==> config.mk <==
export PLATFORM = sky130hd
export DESIGN_NAME = parent_table_best_rssi_select
export DESIGN_NICKNAME = d
export VERILOG_FILES = /design/src/rtl/ptbrs_pkg.sv /design/src/rtl/ptbrs_ram.sv /design/src/rtl/ptbrs_cmp.sv /design/src/rtl/parent_table_best_rssi_select.sv
export VERILOG_INCLUDE_DIRS = /design/src /design/src/rtl
export SDC_FILE = /design/constraint.sdc
export NUM_CORES = 1
export LEC_CHECK = 0
export ABC_CLOCK_PERIOD_IN_PS = 9700
export BUFFER_PORTS_ARGS = -buffer_cell sky130_fd_sc_hd__buf_2
export CORE_MARGIN = 5
export CORE_UTILIZATION = 62
export DETAILED_ROUTE_END_ITERATION = 8
export PLACE_DENSITY = 0.8
export SLEW_MARGIN = 20
export SYNTH_ARGS = -nofsm -noshare
export SYNTH_HDL_FRONTEND = slang
export SYNTH_SLANG_ARGS = --single-unit
==> constraint.sdc <==
create_clock -name i_clk -period 9.7 [get_ports i_clk]
set_clock_uncertainty 0.15 [all_clocks]
set_input_delay 0.485 -clock i_clk [delete_from_list [all_inputs] [get_ports i_clk]]
set_output_delay 0.485 -clock i_clk [all_outputs]
set_load 0.01 [all_outputs]
==> src/rtl/parent_table_best_rssi_select_macros.svh <==
// Assertion macros shared by the neighbor table RTL.
// No dependencies; included by modules that carry concurrent checks.
`ifndef PARENT_TABLE_BEST_RSSI_SELECT_MACROS_SVH
`define PARENT_TABLE_BEST_RSSI_SELECT_MACROS_SVH

// Same-cycle implication, disabled while reset is low
`define PTBRS_ASSERT_NOW(label, clk, rst_n, ante, cons, msg) \
    label: assert property (@(posedge clk) disable iff (!(rst_n)) (ante) |-> (cons)) \
        else $error(msg);

// Next-cycle implication, disabled while reset is low
`define PTBRS_ASSERT_NEXT(label, clk, rst_n, ante, cons, msg) \
    label: assert property (@(posedge clk) disable iff (!(rst_n)) (ante) |=> (cons)) \
        else $error(msg);

`endif

==> src/rtl/ptbrs_pkg.sv <==
// Shared types and constants for the neighbor table / best parent select block.
// No dependencies.
package ptbrs_pkg;

    localparam int ADDR_W = 16;
    localparam int RSSI_W = 16;

    // Function codes of a transaction
    localparam logic FUNC_ADD    = 1'b0;
    localparam logic FUNC_SELECT = 1'b1;

    // Add status codes
    localparam logic [1:0] ADD_UPDATED  = 2'd0;
    localparam logic [1:0] ADD_INSERTED = 2'd1;
    localparam logic [1:0] ADD_FULL     = 2'd2;

    // RSSI value that marks an entry as never eligible
    localparam logic signed [RSSI_W-1:0] RSSI_SENTINEL = 16'sd1;

    // Sequencer states
    typedef enum logic [2:0] {
        S_IDLE = 3'b001,
        S_SCAN = 3'b010,
        S_FIN  = 3'b100
    } t_state;

    // Compare unit results for one table entry
    typedef struct packed {
        logic addr_eq;
        logic rssi_ge;
        logic sentinel;
    } t_cmp_res;

endpackage

==> src/rtl/ptbrs_ram.sv <==
// Generic single-port-write, single-port-read RAM with registered read data.
// No dependencies.
module ptbrs_ram #(
    parameter int WIDTH = 32,
    parameter int DEPTH = 12,
    parameter int AW    = (DEPTH > 1) ? $clog2(DEPTH) : 1
) (
    input  logic             i_clk,
    input  logic             i_we,
    input  logic [AW-1:0]    i_waddr,
    input  logic [WIDTH-1:0] i_wdata,
    input  logic             i_re,
    input  logic [AW-1:0]    i_raddr,
    output logic [WIDTH-1:0] o_rdata
);

    logic [WIDTH-1:0] r_mem [DEPTH];
    logic [WIDTH-1:0] r_rdata;

    // Write port
    always_ff @(posedge i_clk) begin
        if (i_we) begin
            r_mem[i_waddr] <= i_wdata;
        end
    end

    // Registered read port
    always_ff @(posedge i_clk) begin
        if (i_re) begin
            r_rdata <= r_mem[i_raddr];
        end
    end

    assign o_rdata = r_rdata;

endmodule

==> src/rtl/ptbrs_cmp.sv <==
// Shared compare unit: checks one table entry against the lookup key and the
// running best RSSI. Depends on ptbrs_pkg.
module ptbrs_cmp
    import ptbrs_pkg::*;
(
    input  logic [ADDR_W-1:0]        i_entry_addr,
    input  logic signed [RSSI_W-1:0] i_entry_rssi,
    input  logic [ADDR_W-1:0]        i_key_addr,
    input  logic signed [RSSI_W-1:0] i_best_rssi,
    output t_cmp_res                 o_res
);

    // Address match for add, signed compare and sentinel check for select
    always_comb begin
        o_res.addr_eq  = (i_entry_addr == i_key_addr);
        o_res.rssi_ge  = (i_entry_rssi >= i_best_rssi);
        o_res.sentinel = (i_entry_rssi == RSSI_SENTINEL);
    end

endmodule

==> src/rtl/parent_table_best_rssi_select.sv <==
// Neighbor table with best parent selection.
//
// Usage: present i_func, i_node_addr and i_rssi_value with start high; the
// transaction is taken at a clock edge where start is high and busy is low.
// busy stays high while the table is scanned. One result comes back for every
// transaction: o_done is high for exactly one cycle with o_add_status,
// o_found, o_parent_addr and o_parent_rssi valid. The receiver cannot stall.
// An add (func 0) updates a matching address, else appends it, else reports
// full. A select (func 1) returns the highest RSSI entry, skipping the
// sentinel RSSI of 1, newest entry winning ties.
// Operation: the table RAM is walked once, one entry per cycle through the
// single compare unit, behind the registered RAM read. busy drops in the
// cycle that shows o_done, so the next start can be taken at the edge that
// ends it.
// Reset (i_rst_n low, synchronous) empties the table by clearing the entry
// count; entry storage is not cleared and needs no clearing pass.
// Depends on ptbrs_pkg, ptbrs_cmp, ptbrs_ram and the macros header.
`include "parent_table_best_rssi_select_macros.svh"

module parent_table_best_rssi_select
    import ptbrs_pkg::*;
#(
    parameter int TABLE_DEPTH = 12
) (
    input  logic                     i_clk,
    input  logic                     i_rst_n,
    input  logic                     start,
    output logic                     busy,
    input  logic                     i_func,
    input  logic [ADDR_W-1:0]        i_node_addr,
    input  logic signed [RSSI_W-1:0] i_rssi_value,
    output logic                     o_done,
    output logic [1:0]               o_add_status,
    output logic                     o_found,
    output logic [ADDR_W-1:0]        o_parent_addr,
    output logic signed [RSSI_W-1:0] o_parent_rssi
);

    localparam int IDX_W  = (TABLE_DEPTH > 1) ? $clog2(TABLE_DEPTH) : 1;
    localparam int CNT_W  = $clog2(TABLE_DEPTH + 1);
    localparam int DATA_W = ADDR_W + RSSI_W;
    localparam logic [CNT_W-1:0] DEPTH_C = CNT_W'(TABLE_DEPTH);

    t_state r_state, n_state;

    logic [CNT_W-1:0]          r_count, n_count;
    logic [CNT_W-1:0]          r_rd_cnt, n_rd_cnt;
    logic                      r_dv, n_dv;
    logic [IDX_W-1:0]          r_didx, n_didx;
    logic                      r_func, n_func;
    logic [ADDR_W-1:0]         r_key_addr, n_key_addr;
    logic signed [RSSI_W-1:0]  r_key_rssi, n_key_rssi;
    logic                      r_hit, n_hit;
    logic [IDX_W-1:0]          r_hit_idx, n_hit_idx;
    logic                      r_have, n_have;
    logic [ADDR_W-1:0]         r_best_addr, n_best_addr;
    logic signed [RSSI_W-1:0]  r_best_rssi, n_best_rssi;

    logic                      r_done, n_done;
    logic [1:0]                r_add_status, n_add_status;
    logic                      r_found, n_found;
    logic [ADDR_W-1:0]         r_parent_addr, n_parent_addr;
    logic signed [RSSI_W-1:0]  r_parent_rssi, n_parent_rssi;

    logic                      accept;
    logic                      rd_en;
    logic                      we;
    logic [IDX_W-1:0]          waddr;
    logic [DATA_W-1:0]         rdata;
    logic [ADDR_W-1:0]         ent_addr;
    logic signed [RSSI_W-1:0]  ent_rssi;
    t_cmp_res                  cmp;

    assign busy   = (r_state != S_IDLE);
    assign accept = start && !busy;

    // Issue one table read per cycle while entries remain
    assign rd_en = (r_state == S_SCAN) && (r_rd_cnt < r_count);

    // Entry storage
    ptbrs_ram #(
        .WIDTH (DATA_W),
        .DEPTH (TABLE_DEPTH)
    ) u_ram (
        .i_clk   (i_clk),
        .i_we    (we),
        .i_waddr (waddr),
        .i_wdata ({r_key_addr, r_key_rssi}),
        .i_re    (rd_en),
        .i_raddr (r_rd_cnt[IDX_W-1:0]),
        .o_rdata (rdata)
    );

    assign ent_addr = rdata[DATA_W-1:RSSI_W];
    assign ent_rssi = rdata[RSSI_W-1:0];

    // Shared compare unit
    ptbrs_cmp u_cmp (
        .i_entry_addr (ent_addr),
        .i_entry_rssi (ent_rssi),
        .i_key_addr   (r_key_addr),
        .i_best_rssi  (r_best_rssi),
        .o_res        (cmp)
    );

    // Table write at finish of an add: update a hit, else append if room
    always_comb begin
        we    = 1'b0;
        waddr = r_hit_idx;
        if ((r_state == S_FIN) && (r_func == FUNC_ADD)) begin
            if (r_hit) begin
                we = 1'b1;
            end else if (r_count < DEPTH_C) begin
                we    = 1'b1;
                waddr = r_count[IDX_W-1:0];
            end
        end
    end

    // Sequencer
    always_comb begin
        n_state       = r_state;
        n_count       = r_count;
        n_rd_cnt      = r_rd_cnt;
        n_dv          = rd_en;
        n_didx        = r_rd_cnt[IDX_W-1:0];
        n_func        = r_func;
        n_key_addr    = r_key_addr;
        n_key_rssi    = r_key_rssi;
        n_hit         = r_hit;
        n_hit_idx     = r_hit_idx;
        n_have        = r_have;
        n_best_addr   = r_best_addr;
        n_best_rssi   = r_best_rssi;
        n_done        = 1'b0;
        n_add_status  = r_add_status;
        n_found       = r_found;
        n_parent_addr = r_parent_addr;
        n_parent_rssi = r_parent_rssi;

        // Evaluate the entry whose read data has arrived
        if (r_dv) begin
            if (r_func == FUNC_ADD) begin
                if (cmp.addr_eq && !r_hit) begin
                    n_hit     = 1'b1;
                    n_hit_idx = r_didx;
                end
            end else if (!cmp.sentinel && (!r_have || cmp.rssi_ge)) begin
                // Oldest first with >= keeps the newest on ties
                n_have      = 1'b1;
                n_best_addr = ent_addr;
                n_best_rssi = ent_rssi;
            end
        end

        unique case (r_state)
            S_IDLE: begin
                if (accept) begin
                    n_state     = S_SCAN;
                    n_rd_cnt    = '0;
                    n_func      = i_func;
                    n_key_addr  = i_node_addr;
                    n_key_rssi  = i_rssi_value;
                    n_hit       = 1'b0;
                    n_have      = 1'b0;
                    n_best_addr = '0;
                    n_best_rssi = RSSI_SENTINEL;
                end
            end
            S_SCAN: begin
                if (rd_en) begin
                    n_rd_cnt = r_rd_cnt + 1'b1;
                end else if (!r_dv) begin
                    n_state = S_FIN;
                end
            end
            S_FIN: begin
                n_state = S_IDLE;
                n_done  = 1'b1;
                if (r_func == FUNC_ADD) begin
                    n_found       = 1'b0;
                    n_parent_addr = '0;
                    n_parent_rssi = '0;
                    if (r_hit) begin
                        n_add_status = ADD_UPDATED;
                    end else if (r_count < DEPTH_C) begin
                        n_add_status = ADD_INSERTED;
                        n_count      = r_count + 1'b1;
                    end else begin
                        n_add_status = ADD_FULL;
                    end
                end else begin
                    n_add_status  = ADD_UPDATED;
                    n_found       = r_have;
                    n_parent_addr = r_best_addr;
                    n_parent_rssi = r_best_rssi;
                end
            end
            default: begin
                n_state = S_IDLE;
            end
        endcase
    end

    // Control registers
    always_ff @(posedge i_clk) begin
        if (!i_rst_n) begin
            r_state <= S_IDLE;
            r_count <= '0;
            r_dv    <= 1'b0;
            r_done  <= 1'b0;
        end else begin
            r_state <= n_state;
            r_count <= n_count;
            r_dv    <= n_dv;
            r_done  <= n_done;
        end
    end

    // Datapath registers
    always_ff @(posedge i_clk) begin
        r_rd_cnt      <= n_rd_cnt;
        r_didx        <= n_didx;
        r_func        <= n_func;
        r_key_addr    <= n_key_addr;
        r_key_rssi    <= n_key_rssi;
        r_hit         <= n_hit;
        r_hit_idx     <= n_hit_idx;
        r_have        <= n_have;
        r_best_addr   <= n_best_addr;
        r_best_rssi   <= n_best_rssi;
        r_add_status  <= n_add_status;
        r_found       <= n_found;
        r_parent_addr <= n_parent_addr;
        r_parent_rssi <= n_parent_rssi;
    end

    assign o_done        = r_done;
    assign o_add_status  = r_add_status;
    assign o_found       = r_found;
    assign o_parent_addr = r_parent_addr;
    assign o_parent_rssi = r_parent_rssi;

    // Checks
    `PTBRS_ASSERT_NOW(a_count_bound, i_clk, i_rst_n, 1'b1, r_count <= DEPTH_C, "entry count overflow")
    `PTBRS_ASSERT_NEXT(a_fin_done, i_clk, i_rst_n, r_state == S_FIN, o_done, "no result after finish")
    `PTBRS_ASSERT_NEXT(a_count_hold, i_clk, i_rst_n, r_state != S_FIN, $stable(r_count), "count moved outside finish")
    `PTBRS_ASSERT_NOW(a_found_rssi, i_clk, i_rst_n, o_done && o_found, o_parent_rssi != RSSI_SENTINEL, "sentinel parent chosen")

endmodule
==> flow_metrics.tcl <==
set metrics [dict create \
    fin_crit_ps 3970 \
    core_mm2 0.0334 \
    worst_skew_pair.late_latency_ps 570 \
    drt-initial-drc-count 938 \
    nFillCells 2021 \
    vdd.ir_drop.worst_mv 0.154 \
    syn-instance-count 1101 \
    synth_xor_area_frac 0.00842 \
    synth_largest_area_cell "edfxtp_1" \
    p_leak_nw 7.58 \
    synth_mux_area_frac 0.120 \
    fmax_mhz 252 \
    rsz0062_at_grt "no" \
    synth_top_family_by_area "multiplexers" \
    die_area_mm2 0.0373 \
    fp-row-count 67 \
    crit_path_end_kind "register" \
    ys_async_sr_fraction 0 \
    dr.pass1.iters 5 \
    htreeDepth 2 \
    path_class "reg2reg" \
    synth_fa_ha_area_frac 0.0126 \
    p_sw_w 0.000957 \
    cts_resized 0 \
    synthTopCellsByArea "edfxtp_1 71%, mux4_2 10%, dfxtp_1 4.5%, mux2i_1 1.6%, ha_1 1.3%" \
    setup_ws_ps 5730 \
    initial_utilization 0.624 \
    portBuffers 72 \
    p_comb_frac 0.039 \
    grt_pass1_wl_um 62300 \
    ctsHoldBuffers 33 \
    crit_family "simple AND/OR/NAND/NOR gates" \
    grt_pass1_vias 10300 \
    hold_class "in2reg" \
    drt-wirelength-per-cell_um 23.8 \
    power_frac_seq 0.566 \
    cts_buffer_depth 3 \
    crit_slowest_cell "nor2_4" \
    post-route-period-util 0.410 \
    synth-simple-area-share 0.0455 \
    synth-edff-count 492 \
    pin_count 73 \
    cap_violations 0 \
    ys_warn_count 0 \
    netSwitchingFraction 0.209 \
    cts_setup_buffers 0 \
    clock-sinks 539 \
    grt_max_degree 102 \
    finalSetupViolations 0 \
    synth_area_mm2 0.0208 \
    cts_buffers 51 \
    area_growth_pct 13.5 \
    synth.top_cell.area_share 0.710 \
    critPathRequiredTime_ps 9730 \
    cp-start-kind "register" \
    max_slew_margin 0.271 \
    internal-power_w 0.00363 \
    ant_nets 0 \
    synth-seq-cells 539 \
    dieHeight_um 193 \
    cts_root_buffer "clkbuf_16" \
    antenna_cells 0 \
    cp_cell_sequence "nor3b_4 -> buf_4 -> nand2_1 -> a21oi_1 -> a31oi_1 -> nor2_4" \
    path_buf_inv 1 \
    syn_avg_cell_area_um2 18.9 \
    power_density_mw_per_mm2 194 \
    grtUsageTotal 0.216 \
    slew_viol_final 0 \
    synth_compound_area_frac 0.0401 \
    critPathMaxFanout 38 \
    clkTransAtPathRegs_ps 60 \
    worst_pin_slew_ps 1090 \
    fin_nets 1270 \
    drt_wl_total_um 40500 \
    hold_viol_final 0 \
    ys_seq_area_frac 0.755 \
    dp_slack_ps 5560 \
    die_w_um 193 \
    gp_congestion 0.854 \
    critPathMaxStageDelay_ps 940 \
    cts_tree "yes" \
    drive_above_1_share 0.218 \
    status "complete, no violations" \
    dp_hpwl_um 23100 \
    drc 0 \
    antenna_found_initial 0 \
    setup_tns_ps 0 \
    synthFlopType "edfxtp_1" \
    syn-num-nets 1158 \
    grt_remaining_overflow 0 \
    vias 10500 \
    pwr-share-clk 0.395 \
    vias_per_cell 6.20 \
    crit_arrival_ps 4010 \
    synth_cell_types 49 \
]
-- synthesized netlist by cell type, types with 5 or more instances --
master	count
buf_2	21
o21ai_0	35
clkbuf_1	36
a21oi_1	39
ha_1	21
mux4_2	96
mux2i_1	33
xnor2_1	15
nor3_1	6
edfxtp_1	492
and2_1	40
xor2_1	5
nand4_1	38
o31ai_1	31
nor2_1	24
inv_1	25
nand2_1	40
nor4_1	7
dfxtp_1	47
-- power groups by stage --
stage / clock [W] / combinational [W] / sequential, W
6_report: 0.00181 / 0.000179 / 0.00260
5_1_grt: 0.00195 / 0.000195 / 0.00260
3_5_place_dp: 0 / 0.000168 / 0.00265
3_3_place_gp: 0 / 0.000165 / 0.00264
2_1_floorplan: 0 / 0.000120 / 0.00263
4_1_cts: 0.00183 / 0.000181 / 0.00260
-- layout by cell type, fill, tap and decap left out, types with 3 or more instances in the layout --
master and n:
buf_4 11, inv_1 25, and3_1 3, xnor2_1 15
a31oi_1 4, ha_1 21, nor3_1 6, a21o_1 3
xor2_1 5, buf_12 3, buf_2 72, dfxtp_1 47
buf_16 3, mux2i_1 33, nor4_1 7, clkbuf_16 51
dlygate4sd3_1 33, nand2_1 40, mux4_2 96, a21oi_1 39
clkinv_1 14, and2_1 40, nor2_4 13, o31ai_1 31
nor2_1 11, nand4_1 38, clkinv_2 11, edfxtp_1 492
o21ai_0 34, o21a_1 4, clkbuf_1 11
-- per-stage QoR --
| step | cell area (µm²) | cells | hold slack (ps) | util | total power, W |
|---|---|---|---|---|---|
| global route | 23600 | 1699 | 52.3 | 0.708 | 0.00474 |
| detailed placement | 21700 | 1570 | 239 | 0.649 | 0.00282 |
| CTS | 23500 | 1694 | 29.4 | 0.704 | 0.00461 |
| global placement | 21700 | 1570 | 237 | 0.649 | 0.00281 |
| finish | 23600 | 1699 | 57.2 | 0.708 | 0.00459 |
| floorplan | 20800 | 1101 | 221 | - | 0.00275 |
-- state kept, by name, summed over array words and instances (netlist names), 2 cells and up --
signal / flops
u_ram.r_mem: 384
u_ram.o_rdata: 32
o_parent_addr: 16
o_parent_rssi: 16
r_best_addr: 16
r_best_rssi: 16
r_key_addr: 16
r_key_rssi: 16
n_didx: 4
r_count: 4
r_didx: 4
r_hit_idx: 4
r_state: 3
o_add_status: 2
-- worst paths after layout --
kind,start,slack (ps),endpoint,cells past startpoint
setup / recovery,r_state[1],5730,u_ram.r_mem[2][4],6
hold / removal,i_rst_n,60,r_state[0],2
setup reg to reg,r_state[1],5730,u_ram.r_mem[2][4],6
hold reg to reg,r_didx[1],260,r_hit_idx[1],0
-- area by class of cell --
type	count	area, µm²	share of cell area
inverters	25	93.8	0.00397
well taps	448	561	0.0237
multi-input cells	474	4840	0.205
flip-flops and latches	539	15700	0.665
clock buffers	62	1320	0.0558
repair buffers	122	916	0.0388
clock inverters	29	181	0.00768
-- routing by layer --
| layer | track usage | part of all wire | vias to the layer above | routed length, µm |
|---|---|---|---|---|
| li1 | - | - | 4647 | - |
| met1 | 0.326 | 0.41 | 5325 | 16800 |
| met2 | 0.334 | 0.48 | 490 | 19300 |
| met3 | 0.0424 | 0.086 | 70 | 3500 |
| met4 | 0.0566 | 0.022 | 0 | 891 |
| met5 | 0 | 0 | - | 0 |
-- cell families after synthesis --
family,count (synthesis)
xor gates and xnor gates,20
and+or+nand+nor,173
DFF,539
muxes,129
adders and majority gates,21
buffers and inverters,88
AOI/OAI and AO/OA,131
Note: power is estimated with default switching activity, not from simulation.
